### config.mk
export PLATFORM = sky130hd
export DESIGN_NAME = accelerated_rotary_encoder_counter
export DESIGN_NICKNAME = d
export VERILOG_FILES = /design/src/design/arec_pkg.sv /design/src/design/arec_div.sv /design/src/design/accelerated_rotary_encoder_counter.sv
export SDC_FILE = /design/constraint.sdc
export NUM_CORES = 1
export LEC_CHECK = 0
export BUFFER_PORTS_ARGS = -buffer_cell sky130_fd_sc_hd__buf_2
export CAP_MARGIN = 20
export CORE_ASPECT_RATIO = 0.75
export CORE_UTILIZATION = 25
export CTS_BUF_LIST = sky130_fd_sc_hd__clkbuf_4 sky130_fd_sc_hd__clkbuf_8
export DETAILED_ROUTE_END_ITERATION = 6
export PLACE_DENSITY = 0.37
export SYNTH_ARGS = -nofsm -noshare
export SYNTH_HDL_FRONTEND = slang
export SYNTH_SLANG_ARGS = --single-unit
export TNS_END_PERCENT = 50
### constraint.sdc
create_clock -name clk -period 5.7 [get_ports clk]
set_clock_uncertainty 0.1 [all_clocks]
set_input_delay 0.855 -clock clk [delete_from_list [all_inputs] [get_ports clk]]
set_output_delay 0.855 -clock clk [all_outputs]
set_load 0.01 [all_outputs]
### src/design/arec_pkg.sv
// Shared types and constants for the accelerated rotary encoder counter.
// No dependencies; imported by arec_div and the top level.
package arec_pkg;

  // Width of the gain register, the tick counter and the quotient.
  localparam int GAIN_W = 16;
  localparam int STEP_CNT_W = $clog2(GAIN_W + 1);

  // Configuration register indexes.
  localparam logic REG_BOOST_GAIN     = 1'b0;
  localparam logic REG_PERIOD_CEILING = 1'b1;

  // Sequencer states, one-hot.
  typedef enum logic [2:0] {
    ST_IDLE = 3'b001,
    ST_DIV  = 3'b010,
    ST_OUT  = 3'b100
  } state_t;

  // Status of the serial divider seen by the sequencer.
  typedef struct packed {
    logic busy;
    logic done;
  } div_status_t;

endpackage

### src/design/arec_div.sv
// Serial restoring divider: one quotient bit per cycle, GAIN_W quotient bits per divide.
// Depends on arec_pkg.
module arec_div import arec_pkg::*; (
  input  logic              clk,
  input  logic              rst,
  input  logic              start,
  input  logic [GAIN_W-1:0] dividend,
  input  logic [GAIN_W-1:0] divisor,
  output logic [GAIN_W-1:0] quotient,
  output div_status_t       status
);

  logic [GAIN_W-1:0]     rem;
  logic [GAIN_W-1:0]     quo;
  logic [GAIN_W-1:0]     dvs;
  logic [STEP_CNT_W-1:0] steps;
  logic                  busy;
  logic                  done;

  logic [GAIN_W:0] trial;
  logic            fits;

  // Shift the next dividend bit into the partial remainder and try a subtract.
  assign trial = {rem, quo[GAIN_W-1]};
  assign fits  = (trial >= {1'b0, dvs});

  always_ff @(posedge clk) begin
    if (rst) begin
      busy  <= 1'b0;
      done  <= 1'b0;
      steps <= '0;
    end else begin
      done <= 1'b0;
      if (start) begin
        busy  <= 1'b1;
        steps <= STEP_CNT_W'(GAIN_W);
      end else if (busy) begin
        steps <= steps - STEP_CNT_W'(1);
        if (steps == STEP_CNT_W'(1)) begin
          busy <= 1'b0;
          done <= 1'b1;
        end
      end
    end
  end

  always_ff @(posedge clk) begin
    if (start) begin
      rem <= '0;
      quo <= dividend;
      // A zero divisor is treated as one.
      dvs <= (divisor == '0) ? GAIN_W'(1) : divisor;
    end else if (busy) begin
      rem <= fits ? GAIN_W'(trial - {1'b0, dvs}) : trial[GAIN_W-1:0];
      quo <= {quo[GAIN_W-2:0], fits};
    end
  end

  assign quotient    = quo;
  assign status.busy = busy;
  assign status.done = done;

endmodule

### src/design/accelerated_rotary_encoder_counter.sv
// Accelerated rotary encoder counter, top level; uses arec_pkg and arec_div.
// A plain tick or a preset gives its result in the cycle after accept; a tick with a detent
// goes through ST_DIV and gives its result once the serial divide has finished.
// One item at a time: a new item is taken the cycle after the previous result is taken.
// Reset (rst, synchronous, active high) zeroes count, edges, direction; ticks, regs = 1.
module accelerated_rotary_encoder_counter import arec_pkg::*; #(
  parameter int COUNT_WIDTH = 32
) (
  input  logic        clk,
  input  logic        rst,
  // Input stream.
  input  logic        s_axis_tvalid,
  output logic        s_axis_tready,
  input  logic [39:0] s_axis_tdata,   // pin_a [0], pin_b [1], preset_value [33:2], zero pad
  input  logic        s_axis_tuser,   // mode [0]: 0 sample tick, 1 preset
  // Result stream.
  output logic        m_axis_tvalid,
  input  logic        m_axis_tready,
  output logic [31:0] m_axis_tdata,   // count [31:0]
  output logic        m_axis_tuser,   // detent [0]
  // Configuration write port.
  input  logic        cfg_we,
  input  logic        cfg_index,
  input  logic [15:0] cfg_data
);

  // Working width for the clamp and saturating add: wide enough for the count,
  // the 32-bit preset and the 16-bit step with headroom, so no sum can wrap.
  localparam int XW = ((COUNT_WIDTH > 32) ? COUNT_WIDTH : 32) + GAIN_W + 2;
  localparam logic signed [XW-1:0] CNT_MAX =
    {{(XW - COUNT_WIDTH + 1){1'b0}}, {(COUNT_WIDTH - 1){1'b1}}};
  localparam logic signed [XW-1:0] CNT_MIN = ~CNT_MAX;

  function automatic logic [COUNT_WIDTH-1:0] clamp_count(input logic signed [XW-1:0] v);
    logic signed [XW-1:0] r;
    begin
      r = v;
      if (v > CNT_MAX) r = CNT_MAX;
      if (v < CNT_MIN) r = CNT_MIN;
      return r[COUNT_WIDTH-1:0];
    end
  endfunction

  // Configuration registers.
  logic [GAIN_W-1:0] boost_gain;
  logic [GAIN_W-1:0] period_ceiling;

  // Encoder state.
  logic signed [COUNT_WIDTH-1:0] position;
  logic [GAIN_W-1:0]             ticks;
  logic                          last_a;
  logic                          last_b;
  logic                          edge_a;
  logic                          edge_b;
  logic                          direction_down;
  logic                          detent;

  state_t state;
  state_t state_next;

  // Input fields.
  logic                 in_mode;
  logic                 in_a;
  logic                 in_b;
  logic signed [31:0]   in_preset;
  assign in_mode   = s_axis_tuser;
  assign in_a      = s_axis_tdata[0];
  assign in_b      = s_axis_tdata[1];
  assign in_preset = s_axis_tdata[33:2];

  logic s_accept;
  logic m_accept;
  assign s_accept = s_axis_tvalid && s_axis_tready;
  assign m_accept = m_axis_tvalid && m_axis_tready;

  // Tick update, evaluated on the incoming item. The tick counter advances
  // first, then edges are detected against the stored levels; a change on B
  // overrides the direction set by a change on A.
  logic [GAIN_W-1:0] ceiling;
  logic [GAIN_W-1:0] ticks_inc;
  logic              chg_a;
  logic              chg_b;
  logic              edge_a_next;
  logic              edge_b_next;
  logic              direction_next;
  logic              detent_now;

  assign ceiling        = (period_ceiling == '0) ? GAIN_W'(1) : period_ceiling;
  assign ticks_inc      = (ticks < ceiling) ? ticks + GAIN_W'(1) : ticks;
  assign chg_a          = (in_a != last_a);
  assign chg_b          = (in_b != last_b);
  assign edge_a_next    = edge_a || chg_a;
  assign edge_b_next    = edge_b || chg_b;
  assign direction_next = chg_b ? 1'b1 : (chg_a ? 1'b0 : direction_down);
  assign detent_now     = !in_mode && (in_a == in_b) && edge_a_next && edge_b_next;

  // Step size comes from the serial divider: boost_gain / ticks_inc (the advanced tick count).
  logic [GAIN_W-1:0] quotient;
  div_status_t       div_st;

  arec_div u_div (
    .clk      (clk),
    .rst      (rst),
    .start    (s_accept && detent_now),
    .dividend (boost_gain),
    .divisor  (ticks_inc),
    .quotient (quotient),
    .status   (div_st)
  );

  // Saturating move of the count by the quotient, signed by the direction.
  logic signed [XW-1:0] pos_x;
  logic signed [XW-1:0] step_x;
  logic signed [XW-1:0] moved_x;
  assign pos_x   = XW'(position);
  assign step_x  = {{(XW - GAIN_W){1'b0}}, quotient};
  assign moved_x = direction_down ? (pos_x - step_x) : (pos_x + step_x);

  // Sequencer: idle takes an item, a detent waits out the divide, and the
  // result is held in the output register until it is taken.
  always_comb begin
    state_next = state;
    case (state)
      ST_IDLE: begin
        if (s_accept) state_next = detent_now ? ST_DIV : ST_OUT;
      end
      ST_DIV: begin
        if (div_st.done) state_next = ST_OUT;
      end
      ST_OUT: begin
        if (m_accept) state_next = ST_IDLE;
      end
      default: state_next = ST_IDLE;
    endcase
  end

  always_ff @(posedge clk) begin
    if (rst) begin
      state <= ST_IDLE;
    end else begin
      state <= state_next;
    end
  end

  // The user must issue configuration writes only while the block is idle; the block does not enforce it.
  always_ff @(posedge clk) begin
    if (rst) begin
      boost_gain     <= GAIN_W'(1);
      period_ceiling <= GAIN_W'(1);
    end else if (cfg_we) begin
      case (cfg_index)
        REG_BOOST_GAIN:     boost_gain     <= cfg_data;
        REG_PERIOD_CEILING: period_ceiling <= cfg_data;
        default: ;
      endcase
    end
  end

  always_ff @(posedge clk) begin
    if (rst) begin
      position       <= '0;
      ticks          <= GAIN_W'(1);
      last_a         <= 1'b0;
      last_b         <= 1'b0;
      edge_a         <= 1'b0;
      edge_b         <= 1'b0;
      direction_down <= 1'b0;
      detent         <= 1'b0;
    end else if (s_accept) begin
      last_a <= in_a;
      last_b <= in_b;
      detent <= detent_now;
      if (in_mode) begin
        // Preset leaves the tick counter, edge flags and direction alone.
        position <= clamp_count(XW'(in_preset));
      end else begin
        direction_down <= direction_next;
        if (detent_now) begin
          edge_a <= 1'b0;
          edge_b <= 1'b0;
          ticks  <= '0;
        end else begin
          edge_a <= edge_a_next;
          edge_b <= edge_b_next;
          ticks  <= ticks_inc;
        end
      end
    end else if ((state == ST_DIV) && div_st.done) begin
      position <= clamp_count(moved_x);
    end
  end

  assign s_axis_tready = (state == ST_IDLE);
  assign m_axis_tvalid = (state == ST_OUT);
  assign m_axis_tdata  = pos_x[31:0];
  assign m_axis_tuser  = detent;

  // A detent item must start the divider.
  assert property (@(posedge clk) disable iff (rst)
    (s_accept && detent_now) |=> div_st.busy)
    else $error("divider did not start on a detent");

  // The divider only finishes while the sequencer waits for it.
  assert property (@(posedge clk) disable iff (rst)
    div_st.done |-> (state == ST_DIV))
    else $error("divider finished outside the divide state");

  // A detent result always leaves the tick counter restarted.
  assert property (@(posedge clk) disable iff (rst)
    (m_axis_tvalid && m_axis_tuser) |-> (ticks == '0))
    else $error("tick counter not restarted after a detent");

  // A detent result appears only right after the divide completes.
  assert property (@(posedge clk) disable iff (rst)
    ($rose(m_axis_tvalid) && m_axis_tuser) |-> $past(div_st.done))
    else $error("detent result shown before the divide completed");

endmodule
==> flow_summary.toml, run 1 <==
[power]
internal_power_mw = 1.832
clock_power_share_pct = 28.7
ir_worst_vdd_v = 0.0001132
p_total_mw = 2.875
pwr_density_cell_nw_per_um2 = 264.4
p_leak_nw = 4.487
netSwitchingFraction_pct = 36.27
pwr-share-seq_pct = 42.1
p_switching_mw = 1.043
pwr-share-comb_pct = 29.2

[worst_hold_path]
holdCritStartpoint = "m_axis_tuser"
min_path_type = "reg2reg"
holdPathStages = 2
worstHoldEndpoint = "m_axis_tuser"

[synthesis]
synth_ff_type = "dfxtp_1"
ys_warn_count = 0
synth_enable_flop_cells = 32
syn-num-nets = 1305
ys_types = 85
ys_ff_latch = 144
syn_area_sq_um = 9593
synth_area_per_cell_sq_um = 8.185
yosysSeqAreaShare_pct = 33.39
synthCells = 1172
synth_async_sr_flop_share_pct = 0

[setup_path]
crit_arrival_ns = 5.60
reg2reg_from = "u_div.quotient[7]"
r2r.worst_path.cells = 18
critPathLaunchType = "flip-flop"
worstSetupPathType = "reg2reg"
crit_chain = "nor3_2, nand2b_1, or3_4, nor4_4, and2_1, ha_1, mux2i_1, ha_1, a21oi_1, o211ai_1, a31o_1, and3_4, a2111oi_2, nor3_4, xnor2_4, a21oi_4, o21ai_0, a211oi_1"
worstPathRequired_ns = 5.99
worst_path_max_delay_cell = "a21oi_4"
cpMostUsedCell = "ha_1"
endpoint_kind = "flip-flop"
timing.rr.end = "m_axis_tdata[10]"
worstPathMaxFanout = 15
rrSetupSlack_ns = 0.39
worst_path_largest_cell_delay_ns = 0.50

[clocking]
post_cts_resized = 0
cts_tree = "done"
clk_latency_ns = 0.48
holdBufCountCts = 0
cts_buffers = 17
cts_root_buf = "clkbuf_8"
clk_pin_slew_ns = 0.09
cts.sinks = 144
htree_levels = 4
postCtsSetupBuffers = 0
ctsLongestPathBuffers = 2

[sta]
drv_slew = 0
finalSetupTns_ns = 0
worst_pin_slew_ns = 0.9767
setup_violations = 0
timing.fmax_mhz = 188.5
rsz0062_at_grt = "no"
relSlewSlack_pct = 34.88
hold_viol_final = 0
post-route-period-util_pct = 93.08
period_minus_slack_ns = 5.305

[grt]
grt_max_degree = 67
grt_remaining_overflow = 0
antenna_found_initial = 1
grt_pass1_wl_microns = 47550
grt_pass1_vias = 8105
grt_usage_pct = 15.65

[routing]
dr.pass1.iters = 5
drt-total-wl_microns = 30220
antenna_left = 0
vias = 8489
wire_per_inst_microns = 17.30
drc_errors = 0
first_iter_violations = 494
viasPerCell = 4.859

[outcome]
outcome = "complete, no violations"

[finish]
layout_common_cells = "169 x nand2_1, 129 x a21oi_1, 112 x dfxtp_1, 90 x buf_2, 71 x nor2_1"
synthToLayoutAreaGrowth_pct = 13.32
register_area_sq_um = 3203
drive_gt1_share_pct = 14.65
final_nets = 1362
final_common_cell = "nand2_1"
nFillCells = 4120
multi_input_area_sq_um = 5901

[placement]
hpwlAfterDp_microns = 23160
routabilityCongestion = 0.8214
io_buffers = 91

[floorplan]
ioPinCount = 98
num_rows = 61
die_x_microns = 228.2
core-area_sq_um = 37400
dieArea_sq_um = 39170
die_h_microns = 171.6
initial_core_util_pct = 25.65

[run]
timing.max_cap.violations = 0
## power groups by stage
stage / Clock [mW] / Sequential [mW] / Combinational (mW)
floorplan: 0 / 1.21 / 0.636
global placement: 0 / 1.23 / 0.848
detailed placement: 0 / 1.23 / 0.846
CTS: 0.860 / 1.21 / 0.850
global route: 0.905 / 1.22 / 0.946
finish: 0.825 / 1.21 / 0.841
## Yosys cell counts, types with 11 or more instances
master	instances	area share [%]
o21ai_0	50	2.6
edfxtp_1	32	10
nand2b_1	15	0.98
inv_1	51	2.0
nor2b_1	12	0.78
a21o_1	23	1.8
xor2_1	32	2.9
nor2_1	71	2.8
ha_1	68	8.9
and3_1	20	1.3
nand3_1	26	1.4
nand2_1	169	6.6
nor3_1	42	2.2
a22oi_1	11	0.86
a211oi_1	19	1.5
dfxtp_1	112	23
xnor2_1	48	4.4
clkbuf_1	46	1.8
a21oi_1	130	6.8
## cell type report
| cell class | instances | share of cell area [%] |
|---|---|---|
| Antenna cell | 1 | 0.02302 |
| Multi-Input combinational cell | 909 | 54.28 |
| Clock buffer | 18 | 2.221 |
| Sequential cell | 144 | 29.47 |
| Tap cell | 504 | 5.801 |
| Clock inverter | 14 | 1.232 |
| Inverter | 52 | 1.796 |
| Timing Repair Buffer | 105 | 5.180 |
## worst max path at each step
stage	end	slack (ns)	cells past startpoint	start
global route	m_axis_tdata[27]	0.02	18	u_div.quotient[7]
detailed placement	m_axis_tdata[10]	0.45	18	u_div.quotient[7]
finish	m_axis_tdata[10]	0.39	18	u_div.quotient[7]
CTS	m_axis_tdata[10]	0.40	18	u_div.quotient[7]
floorplan	m_axis_tdata[12]	0.94	18	u_div.quotient[8]
global placement	m_axis_tdata[2]	0.47	18	u_div.quotient[7]
## sequential cells by signal, indices dropped and copies added (netlist names)
name / cells
u_div.rem: 16
edge_b: 1
last_a: 1
edge_a: 1
u_div.dvs: 16
period_ceiling: 16
state: 3
last_b: 1
u_div.done: 1
m_axis_tdata: 32
u_div.steps: 5
direction_down: 1
ticks: 16
u_div.quotient: 16
m_axis_tuser: 1
u_div.busy: 1
boost_gain: 16
## critical path, delay by kind of cell (launching register included)
family                   cells  cell delay (ns)
flip-flops                   1             0.49
multiplexers                 1             0.15
XOR/XNOR                     1             0.22
AND/OR/NAND/NOR              7             1.53
adder cells (fa/ha/maj)      2             0.61
AO/OA/AOI/OAI                7             2.10
## layer usage
metal | part of all wire, % | GRT usage, % | up-vias
met4 | 0.93 | 3.648 | 0
met3 | 2.7 | 2.603 | 12
li1 | - | - | 4321
met2 | 40 | 21.86 | 119
met5 | 0 | 0 | -
met1 | 57 | 24.28 | 4037
## per-stage QoR
step | setup WS, ns | util (%) | hold WS [ns] | area, sq um | std cells
3_3_place_gp | 0.4729 | 28.06 | 0.3460 | 10490 | 1714
4_1_cts | 0.3993 | 29.06 | 0.3606 | 10870 | 1746
2_1_floorplan | 0.9420 | - | 0.3366 | 9593 | 1172
5_1_grt | 0.02449 | 29.07 | 0.3832 | 10870 | 1747
3_5_place_dp | 0.4531 | 28.06 | 0.3467 | 10490 | 1714
6_report | 0.3945 | 29.07 | 0.3627 | 10870 | 1747
## cells by family after synthesis
family / share of synthesized area (%)
AND/OR/NAND/NOR: 21.01
AO/OA/AOI/OAI: 21.86
flip-flops: 33.39
buffers and inverters: 5.139
XOR/XNOR: 7.930
adder cells (fa/ha/maj): 9.926
multiplexers: 0.7435
(Power assumes the default switching activity.)
==> run 2, diff against run 1 <==
CORE_ASPECT_RATIO = 0.5   (was 0.75)
CORE_MARGIN = 8   (was unset)
==> run 2 against run 1 <==
Count of clock-buffer cells in the layout rose by 4. Worst hold slack got worse by 0.0057 ns. Sequential power barely moved. Sequential share of layout area fell by 0.061 points. Power fell by 0.70%. Highest routed layer unchanged. Largest power group unchanged. Global-route usage fell by 2.8 points.
==> flow_summary.toml, run 2 (synthesis gave the netlist of run 1 again) <==
[setup_path]
worstPathMaxFanout = 17
worstSetupPathType = "reg2reg"
critPathLaunchType = "flip-flop"
crit_arrival_ns = 5.38
worstPathRequired_ns = 5.94
worst_path_max_delay_cell = "edfxtp_1"
crit_chain = "nor3_2, nand2b_1, or3_4, nor4_4, and2_1, ha_1, mux2i_1, ha_1, a21oi_1, o211ai_1, a31o_1, and3_4, a2111oi_2, nor3_4, xnor2_4, buf_4, nor2_2, buf_4, a211oi_1, nor4_1"
worst_path_largest_cell_delay_ns = 0.47
rrSetupSlack_ns = 0.56
endpoint_kind = "flip-flop"

[finish]
layout_common_cells = "169 x nand2_1, 129 x a21oi_1, 112 x dfxtp_1, 90 x buf_2, 71 x nor2_1"
nFillCells = 4089
drive_gt1_share_pct = 14.87
largest_register_ffs = 32
diodes = 0
final_common_cell = "nand2_1"
synthToLayoutAreaGrowth_pct = 13.55
final_nets = 1364
stdcell_count = 1764

[sta]
whs_ns = 0.3570
finalSetupTns_ns = 0
relSlewSlack_pct = 35.28
hold_viol_final = 0
setup_violations = 0
timing.fmax_mhz = 194.6
period_minus_slack_ns = 5.138
worst_pin_slew_ns = 0.9708
drv_slew = 0
post-route-period-util_pct = 90.15
rsz0062_at_grt = "no"

[grt]
grt_pass1_wl_microns = 46200
grt_max_degree = 58
grt_pass1_vias = 8221
grt_remaining_overflow = 0
grt_usage_pct = 12.80
antenna_found_initial = 0

[clocking]
ctsLongestPathBuffers = 2
cts_tree = "done"
clk_pin_slew_ns = 0.09
post_cts_resized = 0
postCtsSetupBuffers = 0
clk_latency_ns = 0.48
cts_root_buf = "clkbuf_8"
cts.sinks = 144
htree_levels = 4
holdBufCountCts = 0
cts_buffers = 17

[power]
pwr-share-comb_pct = 29.5
pwr-share-seq_pct = 42.2
internal_power_mw = 1.828
clock_power_share_pct = 28.2
netSwitchingFraction_pct = 35.95
ir_worst_vdd_v = 0.0001427
p_leak_nw = 4.502
p_switching_mw = 1.026
pwr_density_cell_nw_per_um2 = 262.0

[floorplan]
num_rows = 50
core-area_sq_um = 37600
initial_core_util_pct = 25.51
die_h_microns = 154.5
ioPinCount = 98
die_x_microns = 293.0
dieArea_sq_um = 45280

[run]
timing.max_cap.violations = 0

[placement]
routabilityCongestion = 0.8017
hpwlAfterDp_microns = 22190
io_buffers = 91
dp.cells = 1731

[worst_hold_path]
min_path_type = "reg2reg"

[routing]
viasPerCell = 4.739
drc_errors = 0
dr.pass1.iters = 5
wire_per_inst_microns = 16.75
first_iter_violations = 397
antenna_left = 0
vias = 8360
drt-total-wl_microns = 29540

[outcome]
outcome = "complete, no violations"
run 2: changes by cell type in the layout (fill, tap and decap cells not counted), sizes merged:
cell      previous run  this run
buf                105       107
clkbuf              18        22
clkinvlp             3         2
clkinv               6         3
inv                 56        57
diode                1         0
bufinv               1         0
run 2: power by group through the flow:
stage	Clock [mW]	Sequential [mW]	Combinational, mW
after CTS	0.843	1.21	0.851
final	0.806	1.21	0.843
after floorplan	0	1.21	0.636
after global routing	0.886	1.22	0.946
after global placement	0	1.23	0.841
after detailed placement	0	1.23	0.846
run 2: worst paths after layout:
path	start	end	depth (start not counted)
hold reg to reg	m_axis_tuser	m_axis_tuser	2
hold / removal	m_axis_tuser	m_axis_tuser	2
setup reg to reg	u_div.quotient[7]	m_axis_tdata[26]	20
setup / recovery	u_div.quotient[7]	m_axis_tdata[26]	20
run 2: critical path: cells and delay by family (launching register included):
kind	cells	cell delay (ns)
fa+ha+maj	2	0.56
mux	1	0.22
xor+xnor	1	0.33
buf+inv	2	0.44
compound gates	5	1.39
flops	1	0.47
simple gates	9	1.47
run 2: layer usage:
metal	part of all wire (%)	wire length, microns	GRT usage [%]
met5	0	0	0
met4	0.85	252	2.234
met3	3.4	994	2.829
met2	47	13840	21.27
met1	49	14450	17.11
run 2: through the flow:
step           utilization, %  cell area [sq um]  worst slack, ns  power [mW]
5_1_grt                 28.97              10890           0.1399       3.053
4_1_cts                 28.95              10890           0.4715       2.901
3_5_place_dp            27.98              10520           0.5086       2.075
3_3_place_gp            27.98              10520           0.5855       2.071
6_report                28.97              10890           0.5615       2.854
2_1_floorplan               -               9593           0.9420       1.846
run 2: final cells by class:
class	count	area, sq um	share of cell area (%)
clock buffer	22	290.3	2.665
sequential	144	3203	29.41
tap	520	650.6	5.973
multi-input combinational	909	5901	54.17
inverter	52	195.2	1.792
clock inverter	10	75.07	0.6892
timing repair buffer	107	578.1	5.307
==> run 3, diff against run 2 <==
PLACE_DENSITY = 0.39   (was 0.37)
clock period = 4.3 ns   (was 5.7 ns; I/O delays follow)
==> run 3 against run 2 <==
The flow now finishes with violations (setup timing). Critical path depth unchanged. Setup slack worse by 0.71 ns. Sequential share of layout area decreased by 2.2 points. Global-route usage is 0.25 points higher. Non-clock buffer count grew 79. Fmax up 16%. Combinational power grew 48%. Worst hold slack lost 0.043 ns. Via count grew 5.4%. Critical path type unchanged.
==> flow_summary.toml, run 3 (synthesis gave the netlist of run 1 again) <==
[outcome]
outcome = "finished with violations"
failed_checks = "setup timing"

[routing]
antenna_left = 0
viasPerCell = 4.780
wire_per_inst_microns = 16.21
dr.pass1.iters = 5
drc_errors = 0
vias = 8810
first_iter_violations = 409
drt-total-wl_microns = 29870

[power]
pwr_density_cell_nw_per_um2 = 346.1
p_total_mw = 4.082
ir_worst_vdd_v = 0.0001893
p_leak_nw = 4.969

[worst_hold_path]
holdPathStages = 3
min_path_type = "in2reg"

[setup_path]
worstPathMaxFanout = 9
r2r.worst_path.cells = 20
endpoint_kind = "flip-flop"
worstPathRequired_ns = 4.54
critPathLaunchType = "flip-flop"
crit_chain = "nor3_2, nand2b_1, or3_4, nor4_4, and2_4, ha_4, mux2i_1, buf_4, ha_4, a21oi_4, o211ai_1, a31o_1, and3_4, a2111oi_4, nor3_4, xnor2_4, buf_4, nand2_8, a211oi_2, nor4_1"
worstSetupPathType = "reg2reg"
worst_path_max_delay_cell = "edfxtp_1"
crit_arrival_ns = 4.69
worst_path_largest_cell_delay_ns = 0.41

[clocking]
holdBufCountCts = 0
ctsLongestPathBuffers = 2
cts_root_buf = "clkbuf_8"
cts.sinks = 144
htree_levels = 4
clk_pin_slew_ns = 0.09
cts_tree = "done"
clk_latency_ns = 0.48
cts_buffers = 17

[finish]
fin_util_pct = 31.37
final_nets = 1443
layout_common_cells = "168 x nand2_1, 125 x a21oi_1, 112 x dfxtp_1, 90 x buf_2, 90 x buf_4"
largest_register_ffs = 32
multi_input_area_sq_um = 6082
drive_gt1_share_pct = 22.07
synthToLayoutAreaGrowth_pct = 22.94
register_area_sq_um = 3203
nFillCells = 4032
fin_area_sq_um = 11790
stdcell_count = 1843
final_common_cell = "nand2_1"
diodes = 0

[floorplan]
dieArea_sq_um = 45280
initial_core_util_pct = 25.51
core-area_sq_um = 37600
num_rows = 50
ioPinCount = 98
die_h_microns = 154.5
die_x_microns = 293.0

[run]
timing.max_cap.violations = 0

[grt]
grt_pass1_wl_microns = 47580
grt_usage_pct = 13.06
grt_max_degree = 71
grt_remaining_overflow = 0
grt_pass1_vias = 8618
antenna_found_initial = 0

[sta]
relSlewSlack_pct = 31.64
hold_viol_final = 0
setup_slack_ns = -0.1463
period_minus_slack_ns = 4.446
setup_violations = 30
drv_slew = 0
finalSetupTns_ns = -2.209
rsz0062_at_grt = "yes"
worst_pin_slew_ns = 1.023
timing.fmax_mhz = 224.9
post-route-period-util_pct = 103.4

[placement]
io_buffers = 91
place_area_sq_um = 11110
hpwlAfterDp_microns = 22760
dp.cells = 1797
routabilityCongestion = 0.8365
## run 3: report_power, final
| part | internal, mW | switching, mW | total, mW |
|---|---|---|---|
| logic | 0.555 | 0.697 | 1.25 |
| clock network | 0.616 | 0.616 | 1.23 |
| registers | 1.49 | 0.104 | 1.60 |
| total | 2.67 | 1.42 | 4.08 |
## run 3: area by class of cell
| cell class | count | share of cell area [%] |
|---|---|---|
| Clock buffer | 19 | 2.217 |
| Inverter | 52 | 1.655 |
| Timing Repair Buffer | 186 | 10.42 |
| Multi-Input combinational cell | 909 | 51.57 |
| Tap cell | 520 | 5.517 |
| Clock inverter | 13 | 1.464 |
| Sequential cell | 144 | 27.16 |
## run 3: worst max-delay path, delay by kind of cell (launching register included)
kind	cells	cell delay (ns)
adder cells (fa/ha/maj)	2	0.40
buffers and inverters	2	0.37
multiplexers	1	0.13
XOR/XNOR	1	0.36
AO/OA/AOI/OAI	5	1.06
AND/OR/NAND/NOR	9	1.49
flip-flops	1	0.41
## run 3: timing repair
item / CTS / global route
endpoints found under the setup margin: 32 / 32
gates resized for setup: 27 / 13
pin swaps: 16 / 5
buffers inserted: 15 / 0
endpoints found under the hold margin: 0 / 0
## run 3: metrics by stage
step           hold WS [ns]  setup slack [ns]
6_report             0.3140           -0.1463
5_1_grt              0.2753           -0.4035
4_1_cts              0.2723           -0.1551
3_5_place_dp         0.3441           -0.3850
3_3_place_gp         0.3456           -0.3699
2_1_floorplan        0.3366           -0.1972
## run 3: worst paths after layout
kind / from / end / slack (ns)
setup / recovery: u_div.quotient[8] / m_axis_tdata[26] / -0.15
hold / removal: cfg_data[0] / period_ceiling[0] / 0.31
setup reg to reg: u_div.quotient[8] / m_axis_tdata[26] / -0.15
hold reg to reg: m_axis_tuser / m_axis_tuser / 0.36
## run 3: per-layer routing
metal | vias to the layer above | global-route usage (%) | part of all wire [%]
li1 | 4473 | - | -
met3 | 23 | 2.672 | 2.9
met5 | - | 0 | 0
met1 | 4181 | 17.07 | 48
met4 | 0 | 2.939 | 1.2
met2 | 133 | 22.02 | 47
